`src/rtl/ppct_pkg.sv`:
```
// ----------------------------------------------------------------------------
// ppct_pkg
// Shared types and constants of the pointer packet cursor tracker.
// ----------------------------------------------------------------------------
package ppct_pkg;

  // coordinate and register widths
  localparam int unsigned PosW   = 12;
  localparam int unsigned BtnW   = 3;
  localparam int unsigned CfgIdxW = 1;

  // configuration register indexes
  localparam logic [CfgIdxW-1:0] REG_X_LIMIT = 1'd0;
  localparam logic [CfgIdxW-1:0] REG_Y_LIMIT = 1'd1;

  // reset values
  localparam logic [PosW-1:0] X_LIMIT_RST = 12'd1023;
  localparam logic [PosW-1:0] Y_LIMIT_RST = 12'd767;
  localparam logic [PosW-1:0] POS_X_RST   = 12'd640;
  localparam logic [PosW-1:0] POS_Y_RST   = 12'd512;

  // header bit positions
  localparam int unsigned HdrXSignBit = 4;
  localparam int unsigned HdrYSignBit = 5;

  // one completed movement packet
  typedef struct packed {
    logic [7:0] header;
    logic [7:0] x_move;
    logic [7:0] y_move;
  } pkt_t;

  // cursor position pair
  typedef struct packed {
    logic [PosW-1:0] x;
    logic [PosW-1:0] y;
  } pos_t;

endpackage

```
`src/rtl/ppct_rx_if.sv`:
```
// ----------------------------------------------------------------------------
// ppct_rx_if
// Valid/ready channel carrying one received packet byte per beat.
// ----------------------------------------------------------------------------
interface ppct_rx_if;
  logic       valid;
  logic       ready;
  logic [7:0] rx_byte;

  modport source (output valid, output rx_byte, input ready);
  modport sink   (input valid, input rx_byte, output ready);
endinterface

```
`src/rtl/ppct_res_if.sv`:
```
// ----------------------------------------------------------------------------
// ppct_res_if
// Valid/ready channel carrying one cursor result per beat.
// ----------------------------------------------------------------------------
interface ppct_res_if;
  logic        valid;
  logic        ready;
  logic [11:0] cursor_x;
  logic [11:0] cursor_y;
  logic [2:0]  buttons_now;
  logic [2:0]  pressed_edges;
  logic [2:0]  released_edges;

  modport source (output valid, output cursor_x, output cursor_y, output buttons_now,
                  output pressed_edges, output released_edges, input ready);
  modport sink   (input valid, input cursor_x, input cursor_y, input buttons_now,
                  input pressed_edges, input released_edges, output ready);
endinterface

```
`src/rtl/ppct_cursor_calc.sv`:
```
// ----------------------------------------------------------------------------
// ppct_cursor_calc
// Applies one packet's signed moves to the cursor and clamps each axis.
// ----------------------------------------------------------------------------
module ppct_cursor_calc import ppct_pkg::*; (
  input  pkt_t            pkt_i,
  input  pos_t            pos_i,
  input  logic [PosW-1:0] x_limit_i,
  input  logic [PosW-1:0] y_limit_i,
  output pos_t            pos_o
);

  logic              x_sign;
  logic              y_sign;
  logic signed [13:0] x_sum;
  logic signed [13:0] y_sum;
  logic [13:0]        x_low;
  logic [13:0]        y_low;

  // 9-bit signed moves, header bits give the sign
  assign x_sign = pkt_i.header[HdrXSignBit];
  assign y_sign = pkt_i.header[HdrYSignBit];

  // x grows with the move, y grows downward
  assign x_sum = $signed({2'b00, pos_i.x}) + $signed({{5{x_sign}}, x_sign, pkt_i.x_move});
  assign y_sum = $signed({2'b00, pos_i.y}) - $signed({{5{y_sign}}, y_sign, pkt_i.y_move});

  // lower clamp to one first
  assign x_low = (x_sum < 14'sd1) ? 14'd1 : 14'(x_sum);
  assign y_low = (y_sum < 14'sd1) ? 14'd1 : 14'(y_sum);

  // upper clamp to the limit last, so a zero limit gives zero
  assign pos_o.x = (x_low > {2'b00, x_limit_i}) ? x_limit_i : x_low[PosW-1:0];
  assign pos_o.y = (y_low > {2'b00, y_limit_i}) ? y_limit_i : y_low[PosW-1:0];

endmodule

```
`src/rtl/pointer_packet_cursor_tracker_core.sv`:
```
// ----------------------------------------------------------------------------
// pointer_packet_cursor_tracker_core
// Decodes three-byte pointer packets into a clamped cursor and button edges.
// ----------------------------------------------------------------------------
// Usage:
//   rx_i carries one packet byte per beat: header, x move, y move, repeating.
//   Each third byte yields one beat on res_o with the clamped cursor, the
//   button state and the press/release edges against the previous packet.
//   The first two bytes of a packet yield no result.
//   Bytes go into an input register and are decoded from there; a
//   result beat enters the result register once that register is free.
//   One byte per cycle is taken unless res_o stalls; the decode step is a
//   single add and clamp per axis between the input and result registers.
//   When res_o stalls, the finished result holds in the result register and
//   one more byte waits in the input register; header and x-move bytes keep
//   flowing until a third byte meets a full result register.
//   Reset returns to the header byte, cursor (640, 512), no buttons held,
//   limits 1023 and 767. cfg_we_i writes a limit by index.
// ----------------------------------------------------------------------------
module pointer_packet_cursor_tracker_core import ppct_pkg::*; (
  input  logic               clk_i,
  input  logic               rst_ni,
  ppct_rx_if.sink            rx_i,
  ppct_res_if.source         res_o,
  input  logic               cfg_we_i,
  input  logic [CfgIdxW-1:0] cfg_idx_i,
  input  logic [PosW-1:0]    cfg_wdata_i
);

  // packet byte phase
  localparam logic [1:0] PH_HEAD  = 2'd0;
  localparam logic [1:0] PH_XMOVE = 2'd1;
  localparam logic [1:0] PH_YMOVE = 2'd2;

  logic [PosW-1:0] x_limit_q;
  logic [PosW-1:0] y_limit_q;
  logic [1:0]      phase_q, phase_d;
  logic [7:0]      header_q;
  logic [7:0]      x_move_q;
  pos_t            pos_q;
  logic [BtnW-1:0] last_btn_q;
  logic            s1_vld_q;
  logic [7:0]      s1_byte_q;
  logic            res_vld_q, res_vld_d;
  pos_t            res_pos_q;
  logic [BtnW-1:0] res_btn_q;
  logic [BtnW-1:0] res_press_q;
  logic [BtnW-1:0] res_rel_q;

  logic            is_last;
  logic            out_free;
  logic            s1_fire;
  logic            res_load;
  pkt_t            pkt;
  pos_t            pos_new;
  logic [BtnW-1:0] btn_now;

  // configuration writes
  always_ff @(posedge clk_i or negedge rst_ni) begin
    if (!rst_ni) begin
      x_limit_q <= X_LIMIT_RST;
      y_limit_q <= Y_LIMIT_RST;
    end else if (cfg_we_i) begin
      unique case (cfg_idx_i)
        REG_X_LIMIT: x_limit_q <= cfg_wdata_i;
        REG_Y_LIMIT: y_limit_q <= cfg_wdata_i;
        default: ;
      endcase
    end
  end

  // handshake between input register and result register
  assign is_last  = (phase_q == PH_YMOVE);
  assign out_free = !res_vld_q || res_o.ready;
  assign s1_fire  = s1_vld_q && (!is_last || out_free);
  assign res_load = s1_fire && is_last;
  assign rx_i.ready = !s1_vld_q || s1_fire;

  // input register
  always_ff @(posedge clk_i or negedge rst_ni) begin
    if (!rst_ni) begin
      s1_vld_q <= 1'b0;
    end else if (rx_i.ready) begin
      s1_vld_q <= rx_i.valid;
    end
  end

  always_ff @(posedge clk_i) begin
    if (rx_i.ready && rx_i.valid) begin
      s1_byte_q <= rx_i.rx_byte;
    end
  end

  // phase sequencing, an unused code takes its byte as a header and moves on to the x move
  always_comb begin
    unique case (phase_q)
      PH_HEAD:  phase_d = PH_XMOVE;
      PH_XMOVE: phase_d = PH_YMOVE;
      PH_YMOVE: phase_d = PH_HEAD;
      default:  phase_d = PH_XMOVE;
    endcase
  end

  // decode of the completed packet
  assign pkt.header = header_q;
  assign pkt.x_move = x_move_q;
  assign pkt.y_move = s1_byte_q;
  assign btn_now    = header_q[BtnW-1:0];

  ppct_cursor_calc u_calc (
    .pkt_i     (pkt),
    .pos_i     (pos_q),
    .x_limit_i (x_limit_q),
    .y_limit_i (y_limit_q),
    .pos_o     (pos_new)
  );

  // packet state
  always_ff @(posedge clk_i or negedge rst_ni) begin
    if (!rst_ni) begin
      phase_q    <= PH_HEAD;
      header_q   <= '0;
      x_move_q   <= '0;
      pos_q.x    <= POS_X_RST;
      pos_q.y    <= POS_Y_RST;
      last_btn_q <= '0;
    end else if (s1_fire) begin
      phase_q <= phase_d;
      priority if (phase_q == PH_XMOVE) begin
        x_move_q <= s1_byte_q;
      end else if (is_last) begin
        pos_q      <= pos_new;
        last_btn_q <= btn_now;
      end else begin
        header_q <= s1_byte_q;
      end
    end
  end

  // result register
  always_comb begin
    res_vld_d = res_vld_q;
    if (res_load) begin
      res_vld_d = 1'b1;
    end else if (res_o.ready) begin
      res_vld_d = 1'b0;
    end
  end

  always_ff @(posedge clk_i or negedge rst_ni) begin
    if (!rst_ni) begin
      res_vld_q <= 1'b0;
    end else begin
      res_vld_q <= res_vld_d;
    end
  end

  always_ff @(posedge clk_i) begin
    if (res_load) begin
      res_pos_q   <= pos_new;
      res_btn_q   <= btn_now;
      res_press_q <= btn_now & ~last_btn_q;
      res_rel_q   <= last_btn_q & ~btn_now;
    end
  end

  assign res_o.valid          = res_vld_q;
  assign res_o.cursor_x       = res_pos_q.x;
  assign res_o.cursor_y       = res_pos_q.y;
  assign res_o.buttons_now    = res_btn_q;
  assign res_o.pressed_edges  = res_press_q;
  assign res_o.released_edges = res_rel_q;

endmodule

```
`src/flat_wrapper.sv`:
```
// flat-port wrapper written by rule: the top's interface ports become plain ports
module pointer_packet_cursor_tracker_core_flat import ppct_pkg::*;
  (clk_i, rst_ni, cfg_we_i, cfg_idx_i, cfg_wdata_i, rx_i_valid, rx_i_rx_byte, rx_i_ready, res_o_valid, res_o_cursor_x, res_o_cursor_y, res_o_buttons_now, res_o_pressed_edges, res_o_released_edges, res_o_ready);
  ppct_rx_if rx_i_i ();
  ppct_res_if res_o_i ();
  input  logic clk_i;
  input  logic rst_ni;
  input  logic cfg_we_i;
  input  logic [CfgIdxW-1:0] cfg_idx_i;
  input  logic [PosW-1:0] cfg_wdata_i;
  input wire logic [$bits(rx_i_i.valid)-1:0] rx_i_valid;
  input wire logic [$bits(rx_i_i.rx_byte)-1:0] rx_i_rx_byte;
  output wire logic [$bits(rx_i_i.ready)-1:0] rx_i_ready;
  output wire logic [$bits(res_o_i.valid)-1:0] res_o_valid;
  output wire logic [$bits(res_o_i.cursor_x)-1:0] res_o_cursor_x;
  output wire logic [$bits(res_o_i.cursor_y)-1:0] res_o_cursor_y;
  output wire logic [$bits(res_o_i.buttons_now)-1:0] res_o_buttons_now;
  output wire logic [$bits(res_o_i.pressed_edges)-1:0] res_o_pressed_edges;
  output wire logic [$bits(res_o_i.released_edges)-1:0] res_o_released_edges;
  input wire logic [$bits(res_o_i.ready)-1:0] res_o_ready;
  assign rx_i_i.valid = rx_i_valid;
  assign rx_i_i.rx_byte = rx_i_rx_byte;
  assign rx_i_ready = rx_i_i.ready;
  assign res_o_valid = res_o_i.valid;
  assign res_o_cursor_x = res_o_i.cursor_x;
  assign res_o_cursor_y = res_o_i.cursor_y;
  assign res_o_buttons_now = res_o_i.buttons_now;
  assign res_o_pressed_edges = res_o_i.pressed_edges;
  assign res_o_released_edges = res_o_i.released_edges;
  assign res_o_i.ready = res_o_ready;
  pointer_packet_cursor_tracker_core u_core (.clk_i(clk_i), .rst_ni(rst_ni), .rx_i(rx_i_i), .res_o(res_o_i), .cfg_we_i(cfg_we_i), .cfg_idx_i(cfg_idx_i), .cfg_wdata_i(cfg_wdata_i));
endmodule
```
`config.mk`:
```
export PLATFORM = sky130hd
export DESIGN_NAME = pointer_packet_cursor_tracker_core_flat
export DESIGN_NICKNAME = d
export VERILOG_FILES = /design/src/rtl/ppct_pkg.sv /design/src/rtl/ppct_rx_if.sv /design/src/rtl/ppct_res_if.sv /design/src/rtl/ppct_cursor_calc.sv /design/src/rtl/pointer_packet_cursor_tracker_core.sv /design/src/flat_wrapper.sv
export SDC_FILE = /design/constraint.sdc
export NUM_CORES = 1
export LEC_CHECK = 0
export ABC_AREA = 1
export BUFFER_PORTS_ARGS = -buffer_cell sky130_fd_sc_hd__buf_2
export CAP_MARGIN = 15
export CORE_MARGIN = 3
export CORE_UTILIZATION = 45
export DETAILED_ROUTE_END_ITERATION = 8
export PLACE_DENSITY = 0.65
export SYNTH_ARGS = -nofsm -noshare
export SYNTH_HDL_FRONTEND = slang
export SYNTH_HIERARCHICAL = 1
export SYNTH_SLANG_ARGS = --single-unit
export TNS_END_PERCENT = 100
```
`constraint.sdc`:
```
create_clock -name clk_i -period 3.65 [get_ports clk_i]
set_input_delay 0.1825 -clock clk_i [delete_from_list [all_inputs] [get_ports clk_i]]
set_output_delay 0.1825 -clock clk_i [all_outputs]
set_load 0.05 [all_outputs]
```
==> results of run 1 <==
==> cell usage in the layout, fill, tap and decap left out, types with 4 or more instances in the layout <==
cell / n
nor3_2: 4
dlygate4sd3_1: 9
o21ai_0: 28
dfrtp_1: 45
inv_2: 7
dfstp_2: 22
edfxtp_1: 41
nand4_1: 50
a21oi_1: 15
nor2_1: 35
inv_1: 102
nand2_4: 17
buf_4: 138
buf_2: 60
nand3b_1: 4
ha_4: 17
a21oi_2: 14
nand2_1: 210
nand3_1: 33
ha_1: 35
buf_6: 7
clkbuf_16: 11
xor2_1: 7
nand2_2: 29
nor2_4: 15
nor2_2: 12
o21ai_1: 6
a21oi_4: 11
nand3_2: 17
==> sequential cells by signal, summed over array words and instances (netlist names) <==
register / flops
u_core/x_limit_q: 12
u_core/res_o.cursor_y: 12
u_core/last_btn_q: 3
u_core/res_o.buttons_now: 3
u_core/x_move_q: 8
u_core/s1_vld_q: 1
u_core/header_q: 5
u_core/res_o.released_edges: 3
u_core/res_o.valid: 1
u_core/s1_byte_q: 8
u_core/pos_q: 24
u_core/res_o.cursor_x: 12
u_core/y_limit_q: 12
u_core/phase_q: 2
u_core/res_o.pressed_edges: 3
==> worst min-delay path, stage by stage <==
cell,delay (ns)
buf_2,0.09
inv_1,0.05
o21ai_0,0.08
==> final cells by class <==
| cell class | count | area (sq um) | share of cell area |
|---|---|---|---|
| multi-input combinational | 584 | 4010 | 0.420 |
| sequential | 109 | 2960 | 0.310 |
| timing repair buffer | 220 | 1630 | 0.171 |
| inverter | 111 | 422 | 0.0441 |
| tap | 184 | 230 | 0.0241 |
| clock buffer | 9 | 225 | 0.0236 |
| clock inverter | 7 | 72.6 | 0.00759 |
==> final timing paths <==
kind                                        to  depth (start not counted)
max in group asynchronous  u_core/x_limit_q[8]                          3
hold / removal             u_core/y_limit_q[5]                          3
setup / recovery               u_core/pos_q[7]                         27
hold reg to reg                u_core/pos_q[0]                          2
setup reg to reg               u_core/pos_q[7]                         27
min in group asynchronous     u_core/pos_q[17]                          2
==> repair_timing <==
| action | CTS | global route |
|---|---|---|
| gates resized for setup | 91 | 68 |
| setup endpoints to repair | 48 | 48 |
| cloned | 0 | 2 |
| pin swaps | 43 | 39 |
| hold buffers | 9 | 0 |
| buffers inserted | 6 | 9 |
| hold endpoints to repair | 34 | 0 |
==> layer usage <==
layer,up-vias,part of all wire,global-route usage
li1,3142,-,-
met1,3050,0.45,0.330
met2,180,0.47,0.379
met3,34,0.050,0.0345
met4,2,0.024,0.0821
met5,-,0.00055,0
==> stage by stage <==
| step | worst slack (ns) | cells | TNS [ns] |
|---|---|---|---|
| 4_1_cts | -0.368 | 1214 | -15.84 |
| 3_3_place_gp | -0.535 | 1183 | -22.67 |
| 3_5_place_dp | -0.563 | 1183 | -24.24 |
| 5_1_grt | -0.707 | 1224 | -30.51 |
| 6_report | -0.483 | 1224 | -20.00 |
| 2_1_floorplan | -0.103 | 833 | -2.97 |
==> key figures, run 1 <==
Routing
  – DR vias/cell: 5.24
  – Routed Antenna Nets: 0
  – 1st-pass router iterations: 5
  – Avg WL per Cell: 16.3 microns
  – Detailed-route wire length: 20000 microns
  – Via Count: roughly 6400
  – DRC: 0
  – 1st-iter DRT viols: 461

Critical path
  – CP arrival: 4.39 ns
  – R2R setup slack: -0.48 ns
  – Critical R2R Launch: u_core/s1_byte_q[0]
  – Top Family by Delay on Critical Path: simple AND/OR/NAND/NOR gates
  – Top cell by count, worst path: nand3_1
  – WP buf/inv: 2
  – Critical Path Source Type: register
  – Slowest library cell on the worst path: fa_2
  – Critical Path RT: 3.90 ns
  – Critical Path Source: u_core/s1_byte_q[0]
  – Crit-path max cell delay: between 0.5 and 0.6 ns
  – Crit. End Element: register
  – Crit Path Max Fanout: 8
  – Crit path kind: reg -> reg

Final layout
  – Area grow syn2layout: 40.7%
  – Fin area: approximately 9600 sq um
  – Antenna diode count: 0
  – Nets: 1118
  – Share of layout cells above drive strength 1: 0.390
  – Fill cells: 1188
  – Core Util, Final: 0.653

Timing
  – Max Clock Skew: between 0.009 and 0.01 ns
  – Worst slew pin tran: 0.801 ns
  – Worst rel slew slack: 0.466
  – Final worst slack: -0.483 ns
  – Final hold slack: roughly 0.050 ns
  – Min cycle time layout: 4.13 ns
  – Pins over their slew limit: 0
  – Setup violators final: 48
  – Fmax: about 0.24 GHz
  – Fin crit share: 1.13
  – Final Hold Viols: 0
  – RSZ-0062 raised after global routing: true

Global route
  – GRT overflow: 0
  – Largest net degree at the start of global routing: 46
  – Initial antenna violation count: 1
  – First-pass GRT wire length: 30700 microns
  – Vias in the first global route: 6121
  – Total track usage: 0.237

Floorplanning
  – Top Ports: 61
  – Die area: 16600 sq um
  – DIE HEIGHT: 129 microns
  – Core Area: 14600 sq um
  – Die W: between 100 and 150 microns
  – Initial Utilization: 0.464
  – Row count: 44

Synth
  – Mean post-synth cell area: 8.15 sq um
  – Cells after Synth: 833
  – YS warnings: 6
  – Mapped Area: 6790 sq um
  – Syn_nets: 916

Worst hold path
  – Hold WC Path Type: in -> reg
  – Hold path start: cfg_wdata_i[5]

CTS
  – TritonCTS clock tree: built
  – Clock slew at reported path FFs: 0.07 ns
  – # H-tree levels: 3
  – CTS Buf Count: 9
  – Worst skew pair latency: 0.37 ns
  – Deepest clock path buffer count: 2
  – CTS Root Buffer Type: clkbuf_16
  – Clock sink count: ~110

Job
  – Max-cap violations: 0

Placement
  – Hpwl dp: between 10000 and 15000 microns
  – DP Area: just over 8000 sq um
  – Routability cong.: 0.921
  – Port Buffers: 60

Status
  – Outcome: finished, violations left
  – Failing checks: setup timing
Power of run 1 is left out: the tool's default activity adds up to more than one toggle a clock period on the data nets, which glitch-free logic cannot reach.
==> run 2, diff against run 1 <==
Settings changed: REMOVE_ABC_BUFFERS set to 1.
==> run 2 against run 1 <==
The flow still finishes with violations (setup timing). Cell area decreased by 1.9%. Via count decreased by 1.5%. Sequential cell count unchanged. Critical path depth decreased by 1. First-iteration DRC count increased by 2.0%. Setup slack got worse by 0.25 ns. Global-route usage decreased by 1.0 points. Die area unchanged. Count of clock-buffer cells in the layout increased by 1. Maximum frequency decreased by 5.8%.
==> key figures, run 2 (synthesis gave the netlist of run 1 again) <==
Timing
  – Worst slew pin tran: 0.759 ns (was 0.801 ns)
  – Final Hold Viols: 0 (unchanged)
  – Worst rel slew slack: 0.493 (was 0.466)
  – Pins over their slew limit: 0 (unchanged)
  – Final worst slack: -0.738 ns (was -0.483 ns)
  – Fin crit share: 1.20 (was 1.13)
  – Setup violators final: 48 (unchanged)
  – Min cycle time layout: 4.39 ns (was 4.13 ns)
  – Max Clock Skew: 0.00926 ns (was 0.00995 ns)
  – Fmax: 0.228 GHz (was 0.242 GHz)
  – RSZ-0062 raised after global routing: true (unchanged)
  – Setup TNS Final: -30.11 ns (was -20.00 ns)
  – Final hold slack: 0.0186 ns (was 0.0501 ns)

Final layout
  – Nets: 1099 (was 1118)
  – Commonest non-fill, non-tap cell in the layout: nand2_1 (unchanged)
  – Commonest non-fill, non-tap cells in the layout: nand2_1 (208), buf_4 (121), inv_1 (102), buf_2 (61), nand4_1 (50) (was nand2_1 (210), buf_4 (138), inv_1 (102), buf_2 (60), nand4_1 (50))
  – Layout Cells excl Fill: 1205 (was 1224)
  – Core Util, Final: 0.640 (was 0.653)
  – Area grow syn2layout: 38.1% (was 40.7%)
  – Share of layout cells above drive strength 1: 0.379 (was 0.390)
  – Largest register FFs: 24 (unchanged)
  – Most flop-heavy register: u_core/pos_q (unchanged)
  – Antenna diode count: 0 (unchanged)

Floorplanning
  – Core Area: 14600 sq um (unchanged)
  – Initial Utilization: 0.464 (unchanged)
  – Die area: 16600 sq um (unchanged)
  – Die W: 129 microns (unchanged)
  – Top Ports: 61 (unchanged)
  – Row count: 44 (unchanged)
  – DIE HEIGHT: 129 microns (unchanged)

Critical path
  – CP arrival: 4.67 ns (was 4.39 ns)
  – Critical Path Source Type: register (unchanged)
  – Crit path kind: reg -> reg (unchanged)
  – Crit-path max cell delay: 0.55 ns (about the same)
  – Crit Path Max Fanout: 6 (was 8)
  – Crit. End Element: register (unchanged)
  – Slowest library cell on the worst path: fa_2 (unchanged)
  – Critical Path RT: 3.93 ns (was 3.90 ns)

CTS
  – Clock slew at reported path FFs: 0.07 ns (about the same)
  – TritonCTS clock tree: built (unchanged)
  – Worst skew pair latency: 0.35 ns (was 0.37 ns)
  – # H-tree levels: 3 (unchanged)
  – CTS Buf Count: 9 (unchanged)
  – CTS Root Buffer Type: clkbuf_16 (unchanged)
  – Clock sink count: 109 (unchanged)
  – Deepest clock path buffer count: 2 (unchanged)

Global route
  – Initial antenna violation count: 0 (was 1)
  – Largest net degree at the start of global routing: 47 (was 46)
  – GRT overflow: 0 (unchanged)
  – Total track usage: 0.226 (was 0.237)
  – Vias in the first global route: 5890 (was 6121)
  – First-pass GRT wire length: 29800 microns (was 30700 microns)

Placement
  – Port Buffers: 60 (unchanged)
  – Routability cong.: 0.868 (was 0.921)
  – Placed Cells: 1161 (was 1183)
  – Hpwl dp: 12700 microns (was 13800 microns)

Routing
  – Routed Antenna Nets: 0 (unchanged)
  – 1st-iter DRT viols: 470 (was 461)
  – Avg WL per Cell: 16.5 microns (was 16.3 microns)
  – DRC: 0 (unchanged)
  – Detailed-route wire length: 19900 microns (was 20000 microns)
  – Via Count: 6313 (was 6408)
  – 1st-pass router iterations: 6 (was 5)
  – DR vias/cell: 5.24 (about the same)

Status
  – Outcome: finished, violations left (unchanged)
  – Failing checks: setup timing (unchanged)

Worst hold path
  – Hold WC Path Type: in -> reg (unchanged)

Job
  – Max-cap violations: 0 (unchanged)
==> run 2: changes by cell type in the layout (fill, tap and decap cells not counted), moves of 4 or more <==
cell / previous run / this run
buf_4: 138 / 121
nand2_2: 29 / 37
nand3_1: 33 / 39
nand3_2: 17 / 11
nand2_4: 17 / 12
nor2_2: 12 / 7
dlygate4sd3_1: 9 / 5
ha_4: 17 / 21
==> run 2: per-stage QoR <==
stage	area [sq um]	setup WS, ns
4_1_cts	8880	-0.478
5_1_grt	9380	-0.997
3_5_place_dp	7970	-0.723
2_1_floorplan	6590	-0.643
6_report	9380	-0.738
3_3_place_gp	7970	-0.691
==> run 2: critical path: cells and delay by family (launching register included) <==
kind | cells | cell delay, ns
AO/OA/AOI/OAI | 5 | 0.75
AND/OR/NAND/NOR | 15 | 1.54
flip-flops | 1 | 0.44
buffers and inverters | 2 | 0.34
adder cells (fa/ha/maj) | 4 | 1.25
==> run 2: metal layers <==
layer / global-route usage / vias to the layer above / routed length [microns]
met1: 0.330 / 3008 / 9280
met2: 0.356 / 179 / 9350
li1: - / 3105 / -
met4: 0.0451 / 0 / 254
met3: 0.0407 / 21 / 977
met5: 0 / - / 0
==> run 2: final cells by class <==
class	instances	area [sq um]
fillers	1206	5270
multi-input cells	587	4090
flip-flops and latches	109	2960
repair buffers	198	1400
inverters	111	417
well taps	184	230
clock buffers	10	229
clock inverters	6	52.6
==> run 2: worst paths after layout <==
check	from	endpoint	slack, ns	depth (start not counted)
max	u_core/s1_byte_q[0]	u_core/pos_q[1]	-0.74	26
min reg2reg	u_core/pos_q[9]	u_core/pos_q[9]	0.47	2
max in group asynchronous	rst_ni	u_core/y_limit_q[4]	2.22	3
min in group asynchronous	rst_ni	u_core/header_q[1]	0.42	2
min	rx_i_rx_byte[4]	u_core/s1_byte_q[4]	0.02	1
max reg2reg	u_core/s1_byte_q[0]	u_core/pos_q[1]	-0.74	26
==> run 2: timing repair <==
item,in CTS,in global routing
hold endpoints to repair,27,3
endpoints found under the setup margin,48,48
hold buffers,2,3
pin swaps,31,50
buffers inserted,11,7
cloned,5,0
resized for setup,118,75
Power of run 2 is left out for the same reason.
